File: config.mk
export PLATFORM = sky130hd
export DESIGN_NAME = glfd_queue
export DESIGN_NICKNAME = d
export VERILOG_FILES = /design/src/rtl/core/glfd_queue.sv
export SDC_FILE = /design/constraint.sdc
export NUM_CORES = 1
export LEC_CHECK = 0
export BUFFER_PORTS_ARGS = -buffer_cell sky130_fd_sc_hd__buf_2
export CAP_MARGIN = 20
export CORE_MARGIN = 10
export CORE_UTILIZATION = 54
export CTS_BUF_LIST = sky130_fd_sc_hd__clkbuf_4
export DETAILED_ROUTE_END_ITERATION = 10
export PLACE_DENSITY = 0.83
export SLEW_MARGIN = 20
export SYNTH_ARGS = -nofsm -noshare
export SYNTH_HDL_FRONTEND = slang
export SYNTH_SLANG_ARGS = --single-unit
File: constraint.sdc
create_clock -name clk -period 2.8 [get_ports clk]
set_clock_uncertainty 0.15 [all_clocks]
set_input_delay 0.56 -clock clk [delete_from_list [all_inputs] [get_ports clk]]
set_output_delay 0.56 -clock clk [all_outputs]
set_load 0.005 [all_outputs]
File: src/rtl/core/glfd_queue.sv
module glfd_queue #(
  parameter int WIDTH = 32
) (
  input  logic             clk,
  input  logic             rst,
  input  logic             in_valid,
  output logic             in_ready,
  input  logic [WIDTH-1:0] in_data,
  output logic             out_valid,
  input  logic             out_ready,
  output logic [WIDTH-1:0] out_data
);

  logic [WIDTH-1:0] slots [2];
  logic             wptr;
  logic             rptr;
  logic [1:0]       count;
  logic             push;
  logic             pop;

  assign in_ready  = (count != 2'd2);
  assign out_valid = (count != 2'd0);
  assign out_data  = slots[rptr];
  assign push      = in_valid && in_ready;
  assign pop       = out_valid && out_ready;

  // Pointers and fill level
  always_ff @(posedge clk) begin
    if (rst) begin
      wptr  <= 1'b0;
      rptr  <= 1'b0;
      count <= 2'd0;
    end else begin
      if (push) wptr <= ~wptr;
      if (pop)  rptr <= ~rptr;
      count <= count + {1'b0, push} - {1'b0, pop};
    end
  end

  // Entry storage
  always_ff @(posedge clk) begin
    if (push) begin
      slots[wptr] <= in_data;
    end
  end

endmodule

==> flow_summary_export.csv, run 1 <==
group,metric,value,unit
sta,tns,0,ns
clocking,cts_max_level,3,
drt,finalWirelength,5090,µm
sta,worst_pin_slew,0.526,ns
layout,drive_gt1_frac,0.577,
clocking,cts_hold_buf,0,
grt,grt.overflow.total,0,
pwr,irDropWorstVdd,0.547,mV
die,rows,25,
clocking,clk_pin_slew,0.11,ns
logic_synthesis,synth_cell_types,16,
die,die_w,90.4,µm
grt,grt_pass1_vias,1474,
clocking,cts_tree,"yes",
sta,drv_slew,0,
die,floorplan.initialDensity,0.563,
layout,final_cell_mix,"buf_2, edfxtp_1, mux2_4",
layout,diodes,0,
layout,syn_to_final_growth,22.0,%
critical_path,critPathLaunchType,"flop",
die,ioPinCount,70,
clocking,ctsResizeCount,0,
grt,grt_max_degree,33,
layout,final_nets,241,
grt,grt_usage,0.126,
placed_design,placed_cells,259,
logic_synthesis,yosysTopAreaCellShare,0.718,
critical_path,crit_type,"reg2out",
grt,antenna_found_initial,0,
logic_synthesis,syn_area_per_cell,21.6,µm²
die,die-area,8170,µm²
sta,rsz0062_at_grt,"no",
clocking,clk_latency,0.39,ns
min_path,worstHoldPathType,"in2reg",
sta,setup_violations,0,
pwr,leakage,0.00131,µW
drt,num_vias,1351,
outcome,outcome,"finished, final reports clean",
logic_synthesis,synth-seq-cells,69,
logic_synthesis,syn_area,2680,µm²
placed_design,portBuffers,69,
sta,fmax,0.412,GHz
drt,ant_nets,0,
grt,grt_pass1_wl,7810,µm
placed_design,gp_congestion,0.666,
sta,period_minus_slack,2.42,ns
layout,stdcell_count,275,
clocking,clock_path_buffers,2,
drt,drc,0,
drt,viasPerCell,4.91,
die,dieHeight,90.4,µm
drt,routedWlPerCell,18.5,µm
logic_synthesis,yosysTopAreaCell,"edfxtp_1",
placed_design,hpwl,3600,µm
pwr,p_per_area,855,nW/µm²
run,maxCapViolations,0,
logic_synthesis,synthCells,124,
clocking,ctsRootBufferMaster,"clkbuf_4",
clocking,numCtsBuffers,9,
critical_path,cp-end-kind,"primary output",
drt,firstDrtPassIters,4,
clocking,clock_sinks,69,
logic_synthesis,synth.area.top_cells,"edfxtp_1, mux2_4, dfxtp_1, buf_6, ha_1",
logic_synthesis,syn-num-nets,162,
critical_path,cp_max_fo,22,
logic_synthesis,synth.yosys.seq_area_share,0.755,
critical_path,worstPathArrival,1.71,ns
drt,drt_iter0_drc,60,
logic_synthesis,ys_warn_count,0,
die,core-area,4750,µm²
sta,slew-limit-headroom,0.649,
layout,final_common_cell,"buf_2",
clocking,post-cts-setup-buffer-count,0,
critical_path,critPathRequiredTime,2.09,ns
sta,hold_viol_final,0,
sta,fin_crit_sh,0.866,
==> cell families after synthesis <==
family / synth area share
buf+inv: 0.0182
flops: 0.755
simple gates: 0.0220
fa+ha+maj: 0.00934
xor+xnor: 0.00981
mux: 0.182
compound gates: 0.00327
==> registers in the layout, summed over array words and instances, names as in the netlist, named ones only <==
name   cells
count      2
rptr       1
slots     64
wptr       1
==> layer usage <==
metal | vias to the layer above | track usage | part of all wire
met2 | 47 | 0.224 | 0.54
li1 | 641 | - | -
met1 | 651 | 0.118 | 0.37
met5 | - | 0 | 0
met4 | 0 | 0.0902 | 0.029
met3 | 12 | 0.0416 | 0.058
==> layout make-up <==
| cell class | count | area (µm²) |
|---|---|---|
| flip-flops and latches | 69 | 2020 |
| well taps | 67 | 83.8 |
| inverters | 1 | 3.75 |
| multi-input cells | 50 | 614 |
| clock buffers | 9 | 67.6 |
| repair buffers | 72 | 393 |
| fillers | 334 | 1490 |
| clock inverters | 7 | 80.1 |
==> path summary, 6_finish.rpt <==
kind | from | end | slack [ns] | depth (start not counted)
max | flop | out_data[31] | 0.38 | 3
min | in_data[0] | slots[1][0] | 0.19 | 1
max reg2reg | count[0] | count[1] | 1.01 | 8
min reg2reg | rptr | flop | 0.41 | 2
==> through the flow <==
stage | cell area, µm² | hold WS (ns) | setup WS, ns | utilization | total power [µW]
floorplan | 2680 | 0.330 | 0.249 | - | 1870
CTS | 3270 | 0.167 | 0.334 | 0.687 | 2840
global route | 3270 | 0.162 | 0.271 | 0.687 | 2930
detailed placement | 3120 | 0.387 | 0.806 | 0.656 | 2160
global placement | 3120 | 0.350 | 0.835 | 0.656 | 2110
finish | 3270 | 0.193 | 0.375 | 0.687 | 2790
==> critical path, cell delays in order (launching register included) <==
cell	delay, ns
dfxtp_2	0.57
buf_12	0.25
mux2_1	0.34
buf_2	0.14
==> where the power goes <==
| part | internal (µW) | switching, µW | leakage (µW) | total (µW) |
|---|---|---|---|---|
| registers | 1300 | 77.2 | 0.000640 | 1370 |
| clock network | 350 | 328 | 0.0000799 | 677 |
| logic | 426 | 314 | 0.000591 | 740 |
| total | 2070 | 719 | 0.00131 | 2790 |
==> cell usage after synthesis, drive strengths merged <==
cell type  number
nor2b           2
xnor2           2
ha              2
nor2            5
dfxtp           5
or2             1
mux2           33
inv             1
and3            1
buf             4
xor2            1
edfxtp         64
nand2b          1
o21a            1
nand2           1
No activity file was read; power rests on OpenSTA's default activity.
==> inputs of run 2 (changes only) <==
- BUFFER_PORTS_ARGS: -buffer_cell sky130_fd_sc_hd__buf_2 -> -buffer_cell sky130_fd_sc_hd__buf_4
==> flow_summary_export.csv, run 2 (same netlist as run 1, synthesis figures left out) <==
group,metric,value,unit
outcome,outcome,"finished, final reports clean",
layout,stdcell_count,275,
drt,num_vias,1329,
sta,rsz0062_at_grt,"no",
clocking,clock_sinks,69,
critical_path,worstPathArrival,1.72,ns
die,die_w,90.4,µm
critical_path,crit_slowest_cell,"dfxtp_2",
drt,highest_layer,"met4",
critical_path,cp-end-kind,"primary output",
placed_design,gp_congestion,0.680,
layout,largest_reg_flops,64,
sta,hold_viol_final,0,
grt,grt_pass1_vias,1465,
placed_design,hpwl,3500,µm
layout,final_cell_mix,"buf_4, edfxtp_1, mux2_4",
sta,tns,0,ns
sta,period_minus_slack,2.43,ns
grt,grt_usage,0.125,
grt,grt_pass1_wl,7730,µm
critical_path,crit_type,"reg2out",
placed_design,placed_area,3290,µm²
critical_path,critPathLaunchType,"flop",
sta,fmax,0.411,GHz
clocking,cts_tree,"yes",
die,core-area,4750,µm²
pwr,leakage,0.00139,µW
min_path,worstHoldPathType,"in2reg",
grt,antenna_found_initial,0,
drt,ant_nets,0,
layout,syn_to_final_growth,29.6,%
placed_design,place_ws,0.787,ns
layout,diodes,0,
grt,grt.overflow.total,0,
sta,drv_slew,0,
clocking,ctsResizeCount,0,
drt,routedWlPerCell,17.8,µm
clocking,clock_path_buffers,2,
critical_path,path_cells,"buf_12, mux2_1, buf_4",
layout,final_nets,241,
drt,dr_wl_met3,178,µm
die,floorplan.initialDensity,0.563,
sta,setup_violations,0,
clocking,ctsRootBufferMaster,"clkbuf_4",
layout,regMostFlops,"slots",
sta,worst_pin_slew,0.455,ns
pwr,p_per_area,862,nW/µm²
critical_path,cp_max_fo,22,
grt,grt_max_degree,33,
placed_design,portBuffers,69,
layout,design_area,3470,µm²
layout,reg.largest.list,"slots (64), count (2)",
drt,wl_met1,1910,µm
die,rows,25,
drt,finalWirelength,4890,µm
layout,final_common_cell,"buf_4",
placed_design,placed_cells,259,
sta,slew-limit-headroom,0.696,
die,dieHeight,90.4,µm
die,die-area,8170,µm²
critical_path,max_stage_delay,0.57,ns
clocking,numCtsBuffers,9,
sta,setup_slack,0.369,ns
clocking,clk_pin_slew,0.12,ns
drt,firstDrtPassIters,3,
critical_path,critPathRequiredTime,2.09,ns
drt,drc,0,
drt,drt_iter0_drc,89,
clocking,cts_hold_buf,0,
clocking,clk_latency,0.39,ns
clocking,post-cts-setup-buffer-count,0,
die,ioPinCount,70,
run,maxCapViolations,0,
layout,drive_gt1_frac,0.591,
sta,fin_crit_sh,0.868,
drt,met2WireLength,2720,µm
drt,viasPerCell,4.83,
clocking,cts_max_level,3,
layout,utilization,0.730,
pwr,irDropWorstVdd,0.528,mV
## run 2: worst max-delay path: cells and delay by family, from the launching register on
| kind | cells | cell delay, ns |
|---|---|---|
| muxes | 1 | 0.35 |
| buffers and inverters | 2 | 0.39 |
| DFF | 1 | 0.57 |
## run 2: stage by stage
step / hold slack (ns) / total power (µW)
after floorplan: 0.330 / 1870
after global placement: 0.348 / 2210
after detailed placement: 0.374 / 2250
after CTS: 0.160 / 3030
after global routing: 0.118 / 3150
final: 0.181 / 2990
## run 2: where the power goes
group	internal [µW]	switching (µW)	leakage (µW)	total [µW]
Clock	449	340	0.0000977	789
Sequential	1300	76.9	0.000640	1370
Combinational	515	314	0.000651	829
## run 2: worst paths after layout
| path | to | slack, ns | startpoint | cells past startpoint |
|---|---|---|---|---|
| setup / recovery | out_data[31] | 0.37 | flop | 3 |
| hold / removal | slots[1][21] | 0.18 | in_data[21] | 1 |
| setup reg to reg | count[1] | 1.06 | count[0] | 8 |
| hold reg to reg | rptr | 0.40 | rptr | 2 |
## run 2: layer usage
| layer | track usage | vias up |
|---|---|---|
| met3 | 0.0449 | 5 |
| met1 | 0.129 | 649 |
| met5 | 0 | - |
| li1 | - | 636 |
| met4 | 0.0676 | 0 |
| met2 | 0.218 | 39 |
## run 2: final cells by class
cell class              count  area, µm²
clock buffers               9       67.6
clock inverters             7        113
fillers                   304       1280
inverters                   1       3.75
multi-input cells          50        614
flip-flops and latches     69       2020
well taps                  67       83.8
repair buffers             72        566
==> inputs of run 3 (changes only) <==
- CORE_ASPECT_RATIO: unset -> 0.8
==> flow_summary_export.csv, run 3 (same netlist as run 1, synthesis figures left out) <==
group,metric,value,unit
grt,antenna_found_initial,0,
sta,slew-limit-headroom,0.687,
grt,grt.overflow.total,0,
placed_design,portBuffers,69,
clocking,numCtsBuffers,9,
die,core-area,4680,µm²
layout,multi_input_area,614,µm²
die,die_w,98.7,µm
die,die-area,8190,µm²
drt,routedWlPerCell,17.9,µm
drt,drt_iter0_drc,54,
critical_path,critPathRequiredTime,2.09,ns
critical_path,critPathLaunchType,"flop",
layout,regArea,2020,µm²
outcome,outcome,"finished, final reports clean",
drt,firstDrtPassIters,4,
clocking,clk_latency,0.40,ns
clocking,clock_path_buffers,2,
layout,final_nets,241,
critical_path,cp-end-kind,"primary output",
layout,drive_gt1_frac,0.591,
run,maxCapViolations,0,
grt,grt_pass1_wl,7780,µm
sta,fin_crit_sh,0.876,
layout,diodes,0,
placed_design,gp_congestion,0.713,
sta,hold_viol_final,0,
grt,grt_max_degree,33,
pwr,leakage,0.00137,µW
sta,fmax,0.408,GHz
die,ioPinCount,70,
sta,worst_pin_slew,0.469,ns
drt,viasPerCell,5.03,
sta,setup_violations,0,
layout,nFillCells,291,
min_path,worstHoldPathType,"in2reg",
layout,largest_reg_flops,64,
grt,grt_pass1_vias,1515,
grt,busiest_layer,"met2",
grt,use_met2,0.195,
drt,ant_nets,0,
die,dieHeight,83.0,µm
layout,syn_to_final_growth,28.0,%
layout,reg.largest.list,"slots (64), count (2)",
grt,grt_usage,0.121,
clocking,cts_tree,"yes",
sta,rsz0062_at_grt,"no",
placed_design,hpwl,3510,µm
sta,tns,0,ns
drt,drc,0,
drt,num_vias,1349,
pwr,p_per_area,840,nW/µm²
placed_design,placed_cells,252,
clocking,cts_hold_buf,0,
clocking,clk_pin_slew,0.12,ns
sta,period_minus_slack,2.45,ns
drt,finalWirelength,4790,µm
die,rows,22,
clocking,ctsResizeCount,0,
layout,final_cell_mix,"buf_4, edfxtp_1, mux2_4",
layout,utilization,0.732,
sta,drv_slew,0,
clocking,cts_max_level,3,
critical_path,cp_max_fo,19,
layout,final_common_cell,"buf_4",
clocking,ctsRootBufferMaster,"clkbuf_4",
layout,regMostFlops,"slots",
die,floorplan.initialDensity,0.572,
clocking,clock_sinks,69,
layout,stdcell_count,268,
clocking,post-cts-setup-buffer-count,0,
pwr,irDropWorstVdd,0.679,mV
critical_path,crit_type,"reg2out",
grt,use_met3,0.0753,
grt,grtUsageMet1,0.133,
critical_path,worstPathArrival,1.74,ns
## run 3: cell types whose count changed in the layout (fill, tap and decap cells not counted), sizes merged
| cell | change |
|---|---|
| bufinv | -1 |
| inv | -1 |
| clkinvlp | +1 |
| clkinv | +1 |
## run 3: path summary, 6_finish.rpt
path | cells past startpoint | startpoint | slack [ns] | to
setup reg to reg | 8 | count[0] | 1.03 | count[1]
hold / removal | 1 | in_data[5] | 0.19 | slots[1][5]
setup / recovery | 3 | flop | 0.35 | out_data[30]
hold reg to reg | 2 | rptr | 0.40 | rptr
## run 3: cell type report
| class | instances | share of cell area |
|---|---|---|
| inverters | 1 | 0.00110 |
| multi-input cells | 50 | 0.179 |
| repair buffers | 72 | 0.161 |
| clock inverters | 7 | 0.0263 |
| flip-flops and latches | 69 | 0.590 |
| clock buffers | 9 | 0.0197 |
| well taps | 60 | 0.0219 |
## run 3: worst max-delay path, cell delays in order, from the launching register on
cell and delay, ns:
dfxtp_2 0.64, buf_12 0.26, mux2_4 0.32, buf_4 0.14
## run 3: report_power, final
| part | internal (µW) | switching, µW | leakage, µW |
|---|---|---|---|
| Clock | 358 | 326 | 0.0000833 |
| Combinational | 506 | 306 | 0.000647 |
| Sequential | 1300 | 85.0 | 0.000640 |
| Total | 2160 | 717 | 0.00137 |
## run 3: per-layer routing
layer / wire [µm] / vias to the layer above
met3: 431 / 2
met5: 0 / -
li1: - / 635
met1: 1930 / 663
met2: 2420 / 49
met4: 12 / 0
## run 3: per-stage QoR
step           hold WS [ns]  setup slack, ns  total power, µW  area [µm²]
6_report              0.187            0.348             2880        3430
5_1_grt               0.130            0.243             3040        3430
4_1_cts               0.155            0.297             2930        3430
3_5_place_dp          0.370            0.747             2240        3270
3_3_place_gp          0.355            0.778             2210        3270
2_1_floorplan         0.330            0.249             1870        2680
