File: src/rtl/core/glfd_front.sv
module glfd_front #(
  parameter int MAX_POINTS  = 1024,
  parameter int SAMPLE_BITS = 16,
  localparam int AW    = $clog2(MAX_POINTS),
  localparam int CW    = $clog2(MAX_POINTS + 1),
  localparam int JOB_W = SAMPLE_BITS + AW + CW + 1
) (
  input  logic                   clk,
  input  logic                   rst,
  input  logic                   in_valid,
  output logic                   in_ready,
  input  logic [SAMPLE_BITS-1:0] in_sample,
  input  logic                   in_start,
  output logic                   q_valid,
  input  logic                   q_ready,
  output logic [JOB_W-1:0]       q_data
);

  logic [CW-1:0] sample_index;
  logic [AW-1:0] ring_head;
  logic [CW-1:0] idx_eff;
  logic [AW-1:0] slot;
  logic          trunc;
  logic [CW-1:0] n_terms;
  logic          accept;

  assign in_ready = q_ready;
  assign q_valid  = in_valid;
  assign accept   = in_valid && q_ready;

  // A start item restarts the sequence at slot zero
  assign idx_eff = in_start ? '0 : sample_index;
  assign slot    = in_start ? '0 : ring_head;
  assign trunc   = (idx_eff == CW'(MAX_POINTS));
  assign n_terms = trunc ? idx_eff : idx_eff + 1'b1;

  // Job word: sample, ring slot, term count, truncation flag
  assign q_data = {trunc, n_terms, slot, in_sample};

  always_ff @(posedge clk) begin
    if (rst) begin
      sample_index <= '0;
      ring_head    <= '0;
    end else if (accept) begin
      sample_index <= n_terms;
      ring_head    <= (slot == AW'(MAX_POINTS - 1)) ? '0 : slot + 1'b1;
    end
  end

endmodule

File: config.mk
export PLATFORM = sky130hd
export DESIGN_NAME = glfd_front
export DESIGN_NICKNAME = d
export VERILOG_FILES = /design/src/rtl/core/glfd_front.sv
export SDC_FILE = /design/constraint.sdc
export NUM_CORES = 1
export LEC_CHECK = 0
export ABC_AREA = 1
export BUFFER_PORTS_ARGS = -buffer_cell sky130_fd_sc_hd__clkbuf_2
export CAP_MARGIN = 20
export CORE_MARGIN = 2
export CORE_UTILIZATION = 44
export CTS_CLUSTER_SIZE = 28
export DETAILED_ROUTE_END_ITERATION = 10
export GPL_TIMING_DRIVEN = 0
export PLACE_DENSITY = 0.87
export SLEW_MARGIN = 20
export SYNTH_ARGS = -nofsm -noshare
export SYNTH_HDL_FRONTEND = slang
export SYNTH_SLANG_ARGS = --single-unit
File: constraint.sdc
create_clock -name clk -period 1.5 [get_ports clk]
set_input_delay 0.15 -clock clk [delete_from_list [all_inputs] [get_ports clk]]
set_output_delay 0.15 -clock clk [all_outputs]
set_load 0.005 [all_outputs]
==> summary.txt, run 1 <==
Detailed routing
  – Post-route ant nets: 0
  – Initial DRC Count: 73
  – First-pass DRT Iterations: 7
  – Drt via density: 5.094
  – DR DRC count: 0
  – WL per Instance: 12.64 um
  – Via count: 1793
  – Final wirelength: 4451 um

Cells and area
  – Nets: 329
  – Share of cells above drive strength 1: 42.81%
  – Inserted Diodes: 0
  – Cell area after layout: 2087 um^2
  – Layout area overhead: 37.06%
  – Final Core Density: 62.54%

Floorplan
  – Io pins: 61
  – FP Rows: 21
  – Core area: 3337 um^2
  – Die area: 3947 um^2
  – Die H: 62.83 um
  – Die width: 62.83 um
  – Initial core utilization: 45.63%

Placed design
  – DP HPWL: 2849 um
  – RePlAce Congestion: 0.9472
  – Placement Setup Slack: -0.3794 ns
  – Port buffer count: 44
  – Placed cell areas: 1800 um^2

Min path
  – Hold Path Origin: rst
  – Hold Crit Depth: 4
  – WHS Endpoint: sample_index[1]
  – Worst min path class: input pin to flip-flop

Setup path
  – CP Max Fanout: 4
  – Crit start category: flip-flop
  – Worst setup EP type: output port
  – CP max stage cell: dfxtp_2
  – Worst reg-to-reg path cell count: 10
  – RR Endpoint: sample_index[8]
  – Arr. time, crit path: 1.59 ns
  – Critical Path, Cell by Cell: nand2_4 > nor2_4 > nand2_4 > nor2_4 > buf_4 > a21oi_2 > nor2_2 > buf_2
  – Flop2flop setup slack: 0.04 ns
  – CP peak stage delay: 0.39 ns
  – R2R Path Start: sample_index[0]
  – WS Path Type: flip-flop to output port
  – CP delay by family, top: simple AND/OR/NAND/NOR gates
  – Buf+Inv Stages, Crit Path: 2
  – Worst EP required: 1.35 ns

Yosys
  – Synth Flop Type: dfxtp_1
  – Warnings from Yosys: 0
  – Asr flop ratio synth: 0%
  – Synthesis-stage register bit count: 21
  – Number of synthesized flops with an enable pin: 0
  – Synthesized area per cell: 6.190 um^2
  – Synth Instances: 246
  – Post-synth design cell area: 1523 um^2
  – Syn_nets: 268
  – Post-synthesis sequential area ratio: 27.61%
  – Post-synthesis cell type count: 27

Run status
  – Failing checks: negative setup slack
  – Status: finished with violations

CTS
  – Clock Path Buffers: 2
  – Inserted Clock Buffers: 3
  – CTS tree: yes
  – Worst skew pair latency: 0.33 ns
  – CTS root buf: clkbuf_4
  – Sink Count: 21
  – Worst-path clk slew: 0.14 ns
  – H-tree Lvls: 1

Timing
  – Slew of the pin with the lowest slew margin: 0.5681 ns
  – Final worst setup slack: -0.2413 ns
  – Setup violators final: 11
  – RSZ-0062 raised after global routing: true
  – Worst Skew: 0.01020 ns
  – Final Max Tran Viols: 0
  – Final period util: 116.1%
  – Achievable frequency: 574.3 MHz
  – Tmin final: 1.741 ns
  – Endpoints failing hold: 0
  – Setup_tns: -2.017 ns
  – Worst slew margin: 62.13%

Global routing
  – GRT overflow: 0
  – Vias in the first global route: 1416
  – Initial antenna violation count: 0
  – First-pass GRT wire length: 6313 um
  – Largest net degree at the start of global routing: 13
  – GRT Util Overall: 19.91%

Power
  – Peak VDD IR: 275.9 uV
  – Static leakage: 1.098 nW
  – Pwr Density: 585.0 nW/um^2
  – Total power: 1.221 mW

Run
  – Max Cap Violations: 0
## registers in the layout, summed over array words and instances (netlist names)
signal and count:
sample_index 11, ring_head 10
## cell type report
cell class / instances / area (um^2)
fill: 303 / 1250
multi-input combinational: 152 / 890.9
sequential: 21 / 429.2
timing repair buffer: 57 / 329.1
inverter: 47 / 180.2
buffer: 25 / 172.7
tap: 46 / 57.56
clock buffer: 3 / 22.52
clock inverter: 1 / 5.005
## where the power goes
part / internal, mW / switching [mW]
sequential: 0.590 / 0.0282
clock: 0.100 / 0.201
combinational: 0.133 / 0.168
## synthesized netlist by cell type (all sizes together) (2+ instances only)
cell,count,area [um^2]
inv,46,172.7
nand2,46,187.7
nor2,30,135.1
buf,21,161.4
dfxtp,21,420.4
nand3,21,110.1
a21oi,20,100.1
o21ai,20,100.1
clkbuf,5,18.77
nor3,5,35.03
nand4,3,18.77
xor2,2,17.52
## worst min-delay path, cell delays in order
cell      delay, ns
clkbuf_2       0.16
a21oi_1        0.05
o21ai_0        0.06
inv_1          0.04
## metal layers
metal  routed length [um]  part of all wire [%]  GRT usage (%)
met5                    0                     0              0
met4                  150                   3.4          6.667
met3                  378                   8.5          2.703
met2                 2157                    48          35.62
met1                 1765                    40          24.42
## logic make-up after synthesis
kind of cell             share of synthesized area (%)
adder cells (fa/ha/maj)                         0.8216
flip-flops                                       27.61
XOR/XNOR                                         1.726
buffers and inverters                            23.42
AND/OR/NAND/NOR                                  33.28
AO/OA/AOI/OAI                                    13.15
## worst max path at each step
stage                          from            to  slack (ns)  depth (start not counted)
CTS                 sample_index[0]    q_data[35]       -0.18                          7
finish              sample_index[0]    q_data[30]       -0.24                          8
global placement           in_start  ring_head[9]       -0.39                          9
detailed placement         in_start  ring_head[9]       -0.38                          9
global route        sample_index[0]    q_data[33]       -0.31                          8
floorplan              ring_head[0]  ring_head[9]        0.03                          8
## cell usage in the layout (no fill, tap or decap), types with 6 or more instances in the layout
| cell type | instances |
|---|---|
| nor2_1 | 19 |
| nand2_1 | 33 |
| dfxtp_2 | 7 |
| a21oi_1 | 19 |
| buf_4 | 29 |
| nand2_2 | 8 |
| clkbuf_2 | 43 |
| inv_1 | 42 |
| nand3_1 | 18 |
| dfxtp_1 | 14 |
| o21ai_0 | 14 |
| nor2_4 | 6 |
## through the flow
| step | instances | hold WS, ns |
|---|---|---|
| global route | 352 | 0.1845 |
| floorplan | 246 | 0.3062 |
| detailed placement | 336 | 0.4630 |
| finish | 352 | 0.1548 |
| CTS | 345 | 0.1626 |
| global placement | 336 | 0.4523 |
## repair_timing
action	CTS	global route
setup buffers	6	7
gates resized for setup	23	29
hold endpoints to repair	0	0
hold buffers	0	0
pin swaps	11	12
setup endpoints to repair	18	21
(Power assumes the default switching activity.)
==> run 2: changes to the inputs <==
==> constraint.sdc (replaced) <==
create_clock -name clk -period 1.5 [get_ports clk]
set_input_delay 0.15 -clock clk [delete_from_list [all_inputs] [get_ports clk]]
set_output_delay 0.15 -clock clk [all_outputs]
set_load 0.1 [all_outputs]
==> run 2 against run 1 <==
The run still ends with negative setup slack left. Cell area up 20%. Non-clock buffer count up 2. Global-route usage up 1.9 points. Sequential power about the same.
==> summary.txt, run 2 (synthesized netlist as in run 1, its figures left out) <==
Setup path
  – Arr. time, crit path: 1.74 ns (was 1.59 ns)
  – Number of cells on the critical path: 9 (was 8)
  – WS Path Type: flip-flop to output port (unchanged)
  – CP peak stage delay: 0.38 ns (was 0.39 ns)
  – Flop2flop setup slack: -0.10 ns (was 0.04 ns)
  – Crit start category: flip-flop (unchanged)
  – R2R Path Start: sample_index[0] (unchanged)
  – CP Launch Point: sample_index[0] (unchanged)
  – Critical Path, Cell by Cell: nand2_4 > nor2_4 > nand2_4 > nor2_4 > nand2_2 > nand2_2 > nand2_2 > clkinvlp_4 > clkbuf_16 (was nand2_4 > nor2_4 > nand2_4 > nor2_4 > buf_4 > a21oi_2 > nor2_2 > buf_2)
  – Critical path endpoint: q_data[31] (was q_data[30])
  – RR Endpoint: sample_index[7] (was sample_index[8])
  – CP most frequent cell: nand2_2
  – Buf+Inv Stages, Crit Path: 2 (unchanged)
  – CP delay by family, top: simple AND/OR/NAND/NOR gates (unchanged)
  – Worst EP required: 1.35 ns (about the same)
  – Worst setup EP type: output port (unchanged)
  – CP Max Fanout: 5 (was 4)
  – Worst reg-to-reg path cell count: 10 (unchanged)
  – CP max stage cell: dfxtp_2 (unchanged)

Timing
  – Final Max Tran Viols: 0 (unchanged)
  – Achievable frequency: 529.0 MHz (was 574.3 MHz)
  – Tmin final: 1.890 ns (was 1.741 ns)
  – Final worst setup slack: -0.3903 ns (was -0.2413 ns)
  – RSZ-0062 raised after global routing: true (unchanged)
  – Worst Skew: 0.001942 ns (was 0.01020 ns)
  – Endpoints failing hold: 0 (unchanged)
  – Worst slew margin: 59.33% (was 62.13%)
  – Final period util: 126.0% (was 116.1%)
  – Slew of the pin with the lowest slew margin: 0.6100 ns (was 0.5681 ns)
  – Setup violators final: 13 (was 11)
  – Fin Hold WS: 0.1738 ns (was 0.1548 ns)

Cells and area
  – Share of cells above drive strength 1: 50.32% (was 42.81%)
  – Register Area: 430.4 um^2 (was 429.2 um^2)
  – Most flop-heavy register: sample_index (unchanged)
  – Nets: 331 (was 329)
  – Largest register FFs: 11 (unchanged)
  – Final Core Density: 74.80% (was 62.54%)
  – Fill count: 231 (was 303)
  – Largest registers: sample_index x11, ring_head x10 (unchanged)
  – Area of the multi-input gates: 1032 um^2 (was 890.9 um^2)
  – Commonest cells after routing, fill and taps aside: inv_1 (39), buf_4 (34), nand2_1 (22) (was clkbuf_2 (43), inv_1 (42), nand2_1 (33))
  – Layout area overhead: 63.93% (was 37.06%)
  – Most common cell after layout, fill and taps aside: inv_1 (was clkbuf_2)
  – Inserted Diodes: 0 (unchanged)

Floorplan
  – Die H: 62.83 um (unchanged)
  – Die width: 62.83 um (unchanged)
  – Die area: 3947 um^2 (unchanged)
  – Io pins: 61 (unchanged)
  – FP Rows: 21 (unchanged)
  – Initial core utilization: 45.63% (unchanged)
  – Core area: 3337 um^2 (unchanged)

Global routing
  – Vias in the first global route: 1571 (was 1416)
  – First-pass GRT wire length: 6934 um (was 6313 um)
  – Largest net degree at the start of global routing: 13 (unchanged)
  – GRT overflow: 0 (unchanged)
  – Initial antenna violation count: 0 (unchanged)
  – GRT Util Overall: 21.77% (was 19.91%)

Run
  – Max Cap Violations: 0 (unchanged)

Power
  – Pwr Density: 653.9 nW/um^2 (was 585.0 nW/um^2)
  – Peak VDD IR: 561.5 uV (was 275.9 uV)
  – Total power: 1.632 mW (was 1.221 mW)
  – Static leakage: 1.193 nW (was 1.098 nW)

Detailed routing
  – Drt via density: 5.254 (was 5.094)
  – Post-route ant nets: 0 (unchanged)
  – Initial DRC Count: 124 (was 73)
  – DR DRC count: 0 (unchanged)
  – First-pass DRT Iterations: 4 (was 7)
  – Final wirelength: 4864 um (was 4451 um)
  – WL per Instance: 13.74 um (was 12.64 um)
  – Via count: 1860 (was 1793)

Run status
  – Status: finished with violations (unchanged)
  – Failing checks: negative setup slack (unchanged)

CTS
  – Worst skew pair latency: 0.32 ns (was 0.33 ns)
  – Worst-path clk slew: 0.13 ns (was 0.14 ns)
  – Inserted Clock Buffers: 3 (unchanged)
  – Clock Path Buffers: 2 (unchanged)
  – CTS root buf: clkbuf_4 (unchanged)
  – Sink Count: 21 (unchanged)
  – H-tree Lvls: 1 (unchanged)
  – CTS tree: yes (unchanged)

Placed design
  – Port buffer count: 44 (unchanged)
  – DP HPWL: 2890 um (was 2849 um)
  – RePlAce Congestion: 0.8842 (was 0.9472)

Min path
  – Worst min path class: input pin to flip-flop (unchanged)
run 2: cell types whose count changed in the layout (fill, tap and decap cells not counted), moves of 3 or more:
| cell | previous run | this run |
|---|---|---|
| buf_4 | 29 | 34 |
| clkbuf_16 | 0 | 9 |
| clkbuf_2 | 43 | 21 |
| clkbuf_4 | 3 | 11 |
| inv_1 | 42 | 39 |
| nand2_1 | 33 | 22 |
| nand2_2 | 8 | 14 |
| nand2_4 | 5 | 10 |
| nand3_1 | 18 | 15 |
| nor2_1 | 19 | 12 |
| nor2_2 | 5 | 8 |
| nor2_4 | 6 | 10 |
run 2: worst min-delay path, stage by stage:
cell      delay (ns)
clkbuf_2        0.17
a21oi_1         0.05
o21ai_0         0.06
inv_1           0.04
run 2: where the power goes:
part / internal [mW] / total, mW / switching (mW)
sequential: 0.589 / 0.617 / 0.0278
combinational: 0.195 / 0.724 / 0.529
clock: 0.0999 / 0.292 / 0.192
total: 0.884 / 1.63 / 0.748
run 2: metrics by stage:
stage                     setup slack (ns)  area (um^2)  std cells  TNS, ns
after floorplan                    -0.4209         1657        246   -3.654
after global placement             -0.4202         1934        336   -5.004
after detailed placement           -0.4817         1934        336   -6.097
after CTS                          -0.3980         2298        345   -3.022
after global routing               -0.4669         2496        354   -4.562
final                              -0.3903         2496        354   -3.608
run 2: worst min-delay path by stage:
stage / from / endpoint / slack (ns) / depth (start not counted)
floorplan: rst / sample_index[1] / 0.31 / 3
global placement: ring_head[9] / ring_head[9] / 0.45 / 2
detailed placement: ring_head[0] / ring_head[0] / 0.48 / 2
CTS: rst / sample_index[1] / 0.17 / 4
global route: rst / sample_index[5] / 0.18 / 4
finish: rst / sample_index[1] / 0.17 / 4
run 2: timing repair:
| action | CTS | global route |
|---|---|---|
| gates resized for setup | 60 | 49 |
| buffers inserted | 5 | 9 |
| setup endpoints to repair | 27 | 33 |
| hold buffers | 0 | 0 |
| pin swaps | 17 | 12 |
run 2: routing by layer:
| metal | up-vias | share of wire [%] | global-route usage [%] |
|---|---|---|---|
| met4 | 0 | 2.1 | 7.500 |
| met3 | 16 | 6.6 | 5.045 |
| li1 | 884 | - | - |
| met2 | 95 | 53 | 39.11 |
| met5 | - | 0 | 0 |
| met1 | 865 | 39 | 25.19 |
run 2: final cells by class:
cell class,count,area share [%]
plain buffers,26,7.218
flip-flops and latches,21,17.24
repair buffers,58,23.16
clock buffers,3,0.9023
multi-input cells,152,41.35
inverters,47,7.619
clock inverters,1,0.2005
well taps,46,2.306
==> run 3: changes to the inputs <==
--- a/config.mk
+++ b/config.mk
@@ -9,11 +9,11 @@
 export BUFFER_PORTS_ARGS = -buffer_cell sky130_fd_sc_hd__clkbuf_2
 export CAP_MARGIN = 20
 export CORE_MARGIN = 2
-export CORE_UTILIZATION = 44
+export CORE_UTILIZATION = 52
 export CTS_CLUSTER_SIZE = 28
 export DETAILED_ROUTE_END_ITERATION = 10
 export GPL_TIMING_DRIVEN = 0
-export PLACE_DENSITY = 0.87
+export PLACE_DENSITY = 0.95
 export SLEW_MARGIN = 20
 export SYNTH_ARGS = -nofsm -noshare
 export SYNTH_HDL_FRONTEND = slang
==> constraint.sdc (replaced) <==
create_clock -name clk -period 2.4 [get_ports clk]
set_input_delay 0.24 -clock clk [delete_from_list [all_inputs] [get_ports clk]]
set_output_delay 0.24 -clock clk [all_outputs]
set_load 0.1 [all_outputs]
==> run 3 against run 2 <==
Non-clock buffer count decreased by 14. Power fell by 43%. First-iteration DRC count decreased by 52%. The run now ends clean. Critical path depth decreased by 2. Clock-buffer cell count grew 1.
==> summary.txt, run 3 (synthesized netlist as in run 1, its figures left out) <==
Floorplan
  – Die area: 3377 um^2 (was 3947 um^2)
  – FP Rows: 19 (was 21)
  – Die H: 58.12 um (was 62.83 um)
  – Die width: 58.12 um (was 62.83 um)
  – Core area: 2758 um^2 (was 3337 um^2)
  – Io pins: 61 (unchanged)
  – Initial core utilization: 55.22% (was 45.63%)

Placed design
  – DP HPWL: 2735 um (was 2890 um)
  – Placed cell count: 321 (was 336)
  – Port buffer count: 44 (unchanged)
  – Placed cell areas: 1784 um^2 (was 1934 um^2)
  – RePlAce Congestion: 0.9526 (was 0.8842)

Timing
  – Slew of the pin with the lowest slew margin: 0.5434 ns (was 0.6100 ns)
  – Final period util: 90.02%
  – Tmin final: 2.161 ns
  – Worst Skew: 0.002209 ns (was 0.001942 ns)
  – Final Max Tran Viols: 0 (unchanged)
  – Endpoints failing hold: 0 (unchanged)
  – Worst slew margin: 63.93% (was 59.33%)
  – Setup violators final: 0 (was 13)
  – Setup_tns: 0 ns (was -3.608 ns)
  – RSZ-0062 raised after global routing: false (was true)
  – Achievable frequency: 462.8 MHz

CTS
  – CTS tree: yes (unchanged)
  – Worst skew pair latency: 0.32 ns (about the same)
  – Sink Count: 21 (unchanged)
  – Clock Path Buffers: 2 (unchanged)
  – # Post-CTS Setup Buffers: 0 (was 5)
  – Inserted Clock Buffers: 3 (unchanged)
  – Count of hold-fix buffers inserted at cts: 0 (unchanged)
  – H-tree Lvls: 1 (unchanged)
  – CTS root buf: clkbuf_4 (unchanged)
  – Worst-path clk slew: 0.12 ns (was 0.13 ns)
  – Post_cts resized: 0 (was 60)

Cells and area
  – Most common cell after layout, fill and taps aside: inv_1 (unchanged)
  – Inserted Diodes: 0 (unchanged)
  – Share of cells above drive strength 1: 27.89% (was 50.32%)
  – Cell area after layout: 1810 um^2 (was 2496 um^2)
  – Nets: 317 (was 331)
  – Most flop-heavy register: sample_index (unchanged)
  – Largest register FFs: 11 (unchanged)
  – Non-filler cells in the finished layout: 325 (was 354)
  – Layout area overhead: 18.90% (was 63.93%)
  – Commonest cells after routing, fill and taps aside: inv_1 (45), clkbuf_2 (44), nand2_1 (42) (was inv_1 (39), buf_4 (34), nand2_1 (22))
  – Final Core Density: 65.65% (was 74.80%)
  – Largest registers: sample_index x11, ring_head x10 (unchanged)
  – Fill count: 266 (was 231)

Min path
  – Worst min path class: input pin to flip-flop (unchanged)
  – Hold Crit Depth: 4 (unchanged)
  – WHS Endpoint: sample_index[4] (was sample_index[1])
  – Hold Path Origin: rst (unchanged)

Run
  – Max Cap Violations: 0 (unchanged)

Detailed routing
  – Post-route ant nets: 0 (unchanged)
  – First-pass DRT Iterations: 4 (unchanged)
  – Final wirelength: 3527 um (was 4864 um)
  – DR DRC count: 0 (unchanged)
  – Initial DRC Count: 59 (was 124)
  – Drt via density: 5.028 (was 5.254)
  – Via count: 1634 (was 1860)
  – WL per Instance: 10.85 um (was 13.74 um)

Setup path
  – R2R Path Start: ring_head[0] (was sample_index[0])
  – CP Max Fanout: 3 (was 5)
  – Flop2flop setup slack: 0.61 ns (was -0.10 ns)
  – Worst setup EP type: output port (unchanged)
  – CP max stage cell: clkbuf_2 (was dfxtp_2)
  – Buf+Inv Stages, Crit Path: 3 (was 2)
  – Worst reg-to-reg path cell count: 8 (was 10)
  – WS Path Type: flip-flop to output port (unchanged)
  – Crit start category: flip-flop (unchanged)
  – Arr. time, crit path: 1.92 ns (was 1.74 ns)
  – CP delay by family, top: simple AND/OR/NAND/NOR gates (unchanged)
  – RR Endpoint: ring_head[9] (was sample_index[7])
  – CP peak stage delay: 0.45 ns (was 0.38 ns)
  – Critical Path, Cell by Cell: inv_1 > nor2_1 > inv_1 > nor3_1 > nand3_1 > nand2_1 > clkbuf_2 (was nand2_4 > nor2_4 > nand2_4 > nor2_4 > nand2_2 > nand2_2 > nand2_2 > clkinvlp_4 > clkbuf_16)
  – CP most frequent cell: inv_1 (was nand2_2)
  – Worst EP required: 2.16 ns (was 1.35 ns)

Global routing
  – GRT Util Overall: 21.83% (was 21.77%)
  – Initial antenna violation count: 0 (unchanged)
  – Vias in the first global route: 1405 (was 1571)
  – First-pass GRT wire length: 5727 um (was 6934 um)
  – Largest net degree at the start of global routing: 12 (was 13)
  – GRT overflow: 0 (unchanged)

Power
  – Total power: 931.7 uW (was 1.632 mW)
  – Peak VDD IR: 424.5 uV (was 561.5 uV)
  – Pwr Density: 514.6 nW/um^2 (was 653.9 nW/um^2)
  – Static leakage: 0.9744 nW (was 1.193 nW)

Run status
  – Status: finished, final reports clean (was finished with violations)
-- run 3: metrics by stage --
step / hold slack (ns) / setup slack (ns)
floorplan: 0.3962 / 0.005147
global placement: 0.4538 / 0.4105
detailed placement: 0.4575 / 0.3748
CTS: 0.2552 / 0.2614
global route: 0.2712 / 0.1072
finish: 0.2589 / 0.2394
-- run 3: worst max-delay path by stage --
stage / end / depth (start not counted) / startpoint
floorplan: ring_head[9] / 7 / in_start
global placement: q_data[37] / 10 / in_start
detailed placement: q_data[37] / 10 / in_start
CTS: q_data[35] / 7 / sample_index[7]
global route: q_data[36] / 9 / sample_index[7]
finish: q_data[35] / 7 / sample_index[7]
-- run 3: worst reg2reg max path, delay by kind of cell (launching register included) --
kind	cells	cell delay, ns
AO/OA/AOI/OAI	1	0.07
adder cells (fa/ha/maj)	1	0.24
buffers and inverters	1	0.06
flip-flops	1	0.38
AND/OR/NAND/NOR	5	0.93
-- run 3: layout make-up --
type	instances	area [um^2]	share of cell area, %
Multi-Input combinational cell	152	748.2	41.33
Sequential cell	21	420.4	23.22
Timing Repair Buffer	44	220.2	12.16
Buffer	26	180.2	9.952
Inverter	47	176.4	9.744
Tap cell	31	38.79	2.142
Clock buffer	4	26.28	1.451
-- run 3: per-layer routing --
metal  track usage, %  part of all wire [%]  vias to the layer above
li1                 -                     -                      848
met1            28.14                    44                      704
met2            37.18                    46                       77
met3            1.563                   8.1                        5
met4            9.967                   1.8                        0
met5                0                     0                        -
-- run 3: power breakdown --
part | total (mW) | internal (mW) | leakage [nW] | switching [mW]
logic | 0.367 | 0.0702 | 0.787 | 0.296
registers | 0.382 | 0.367 | 0.172 | 0.0141
clock network | 0.183 | 0.0651 | 0.0150 | 0.118
total | 0.932 | 0.503 | 0.974 | 0.429
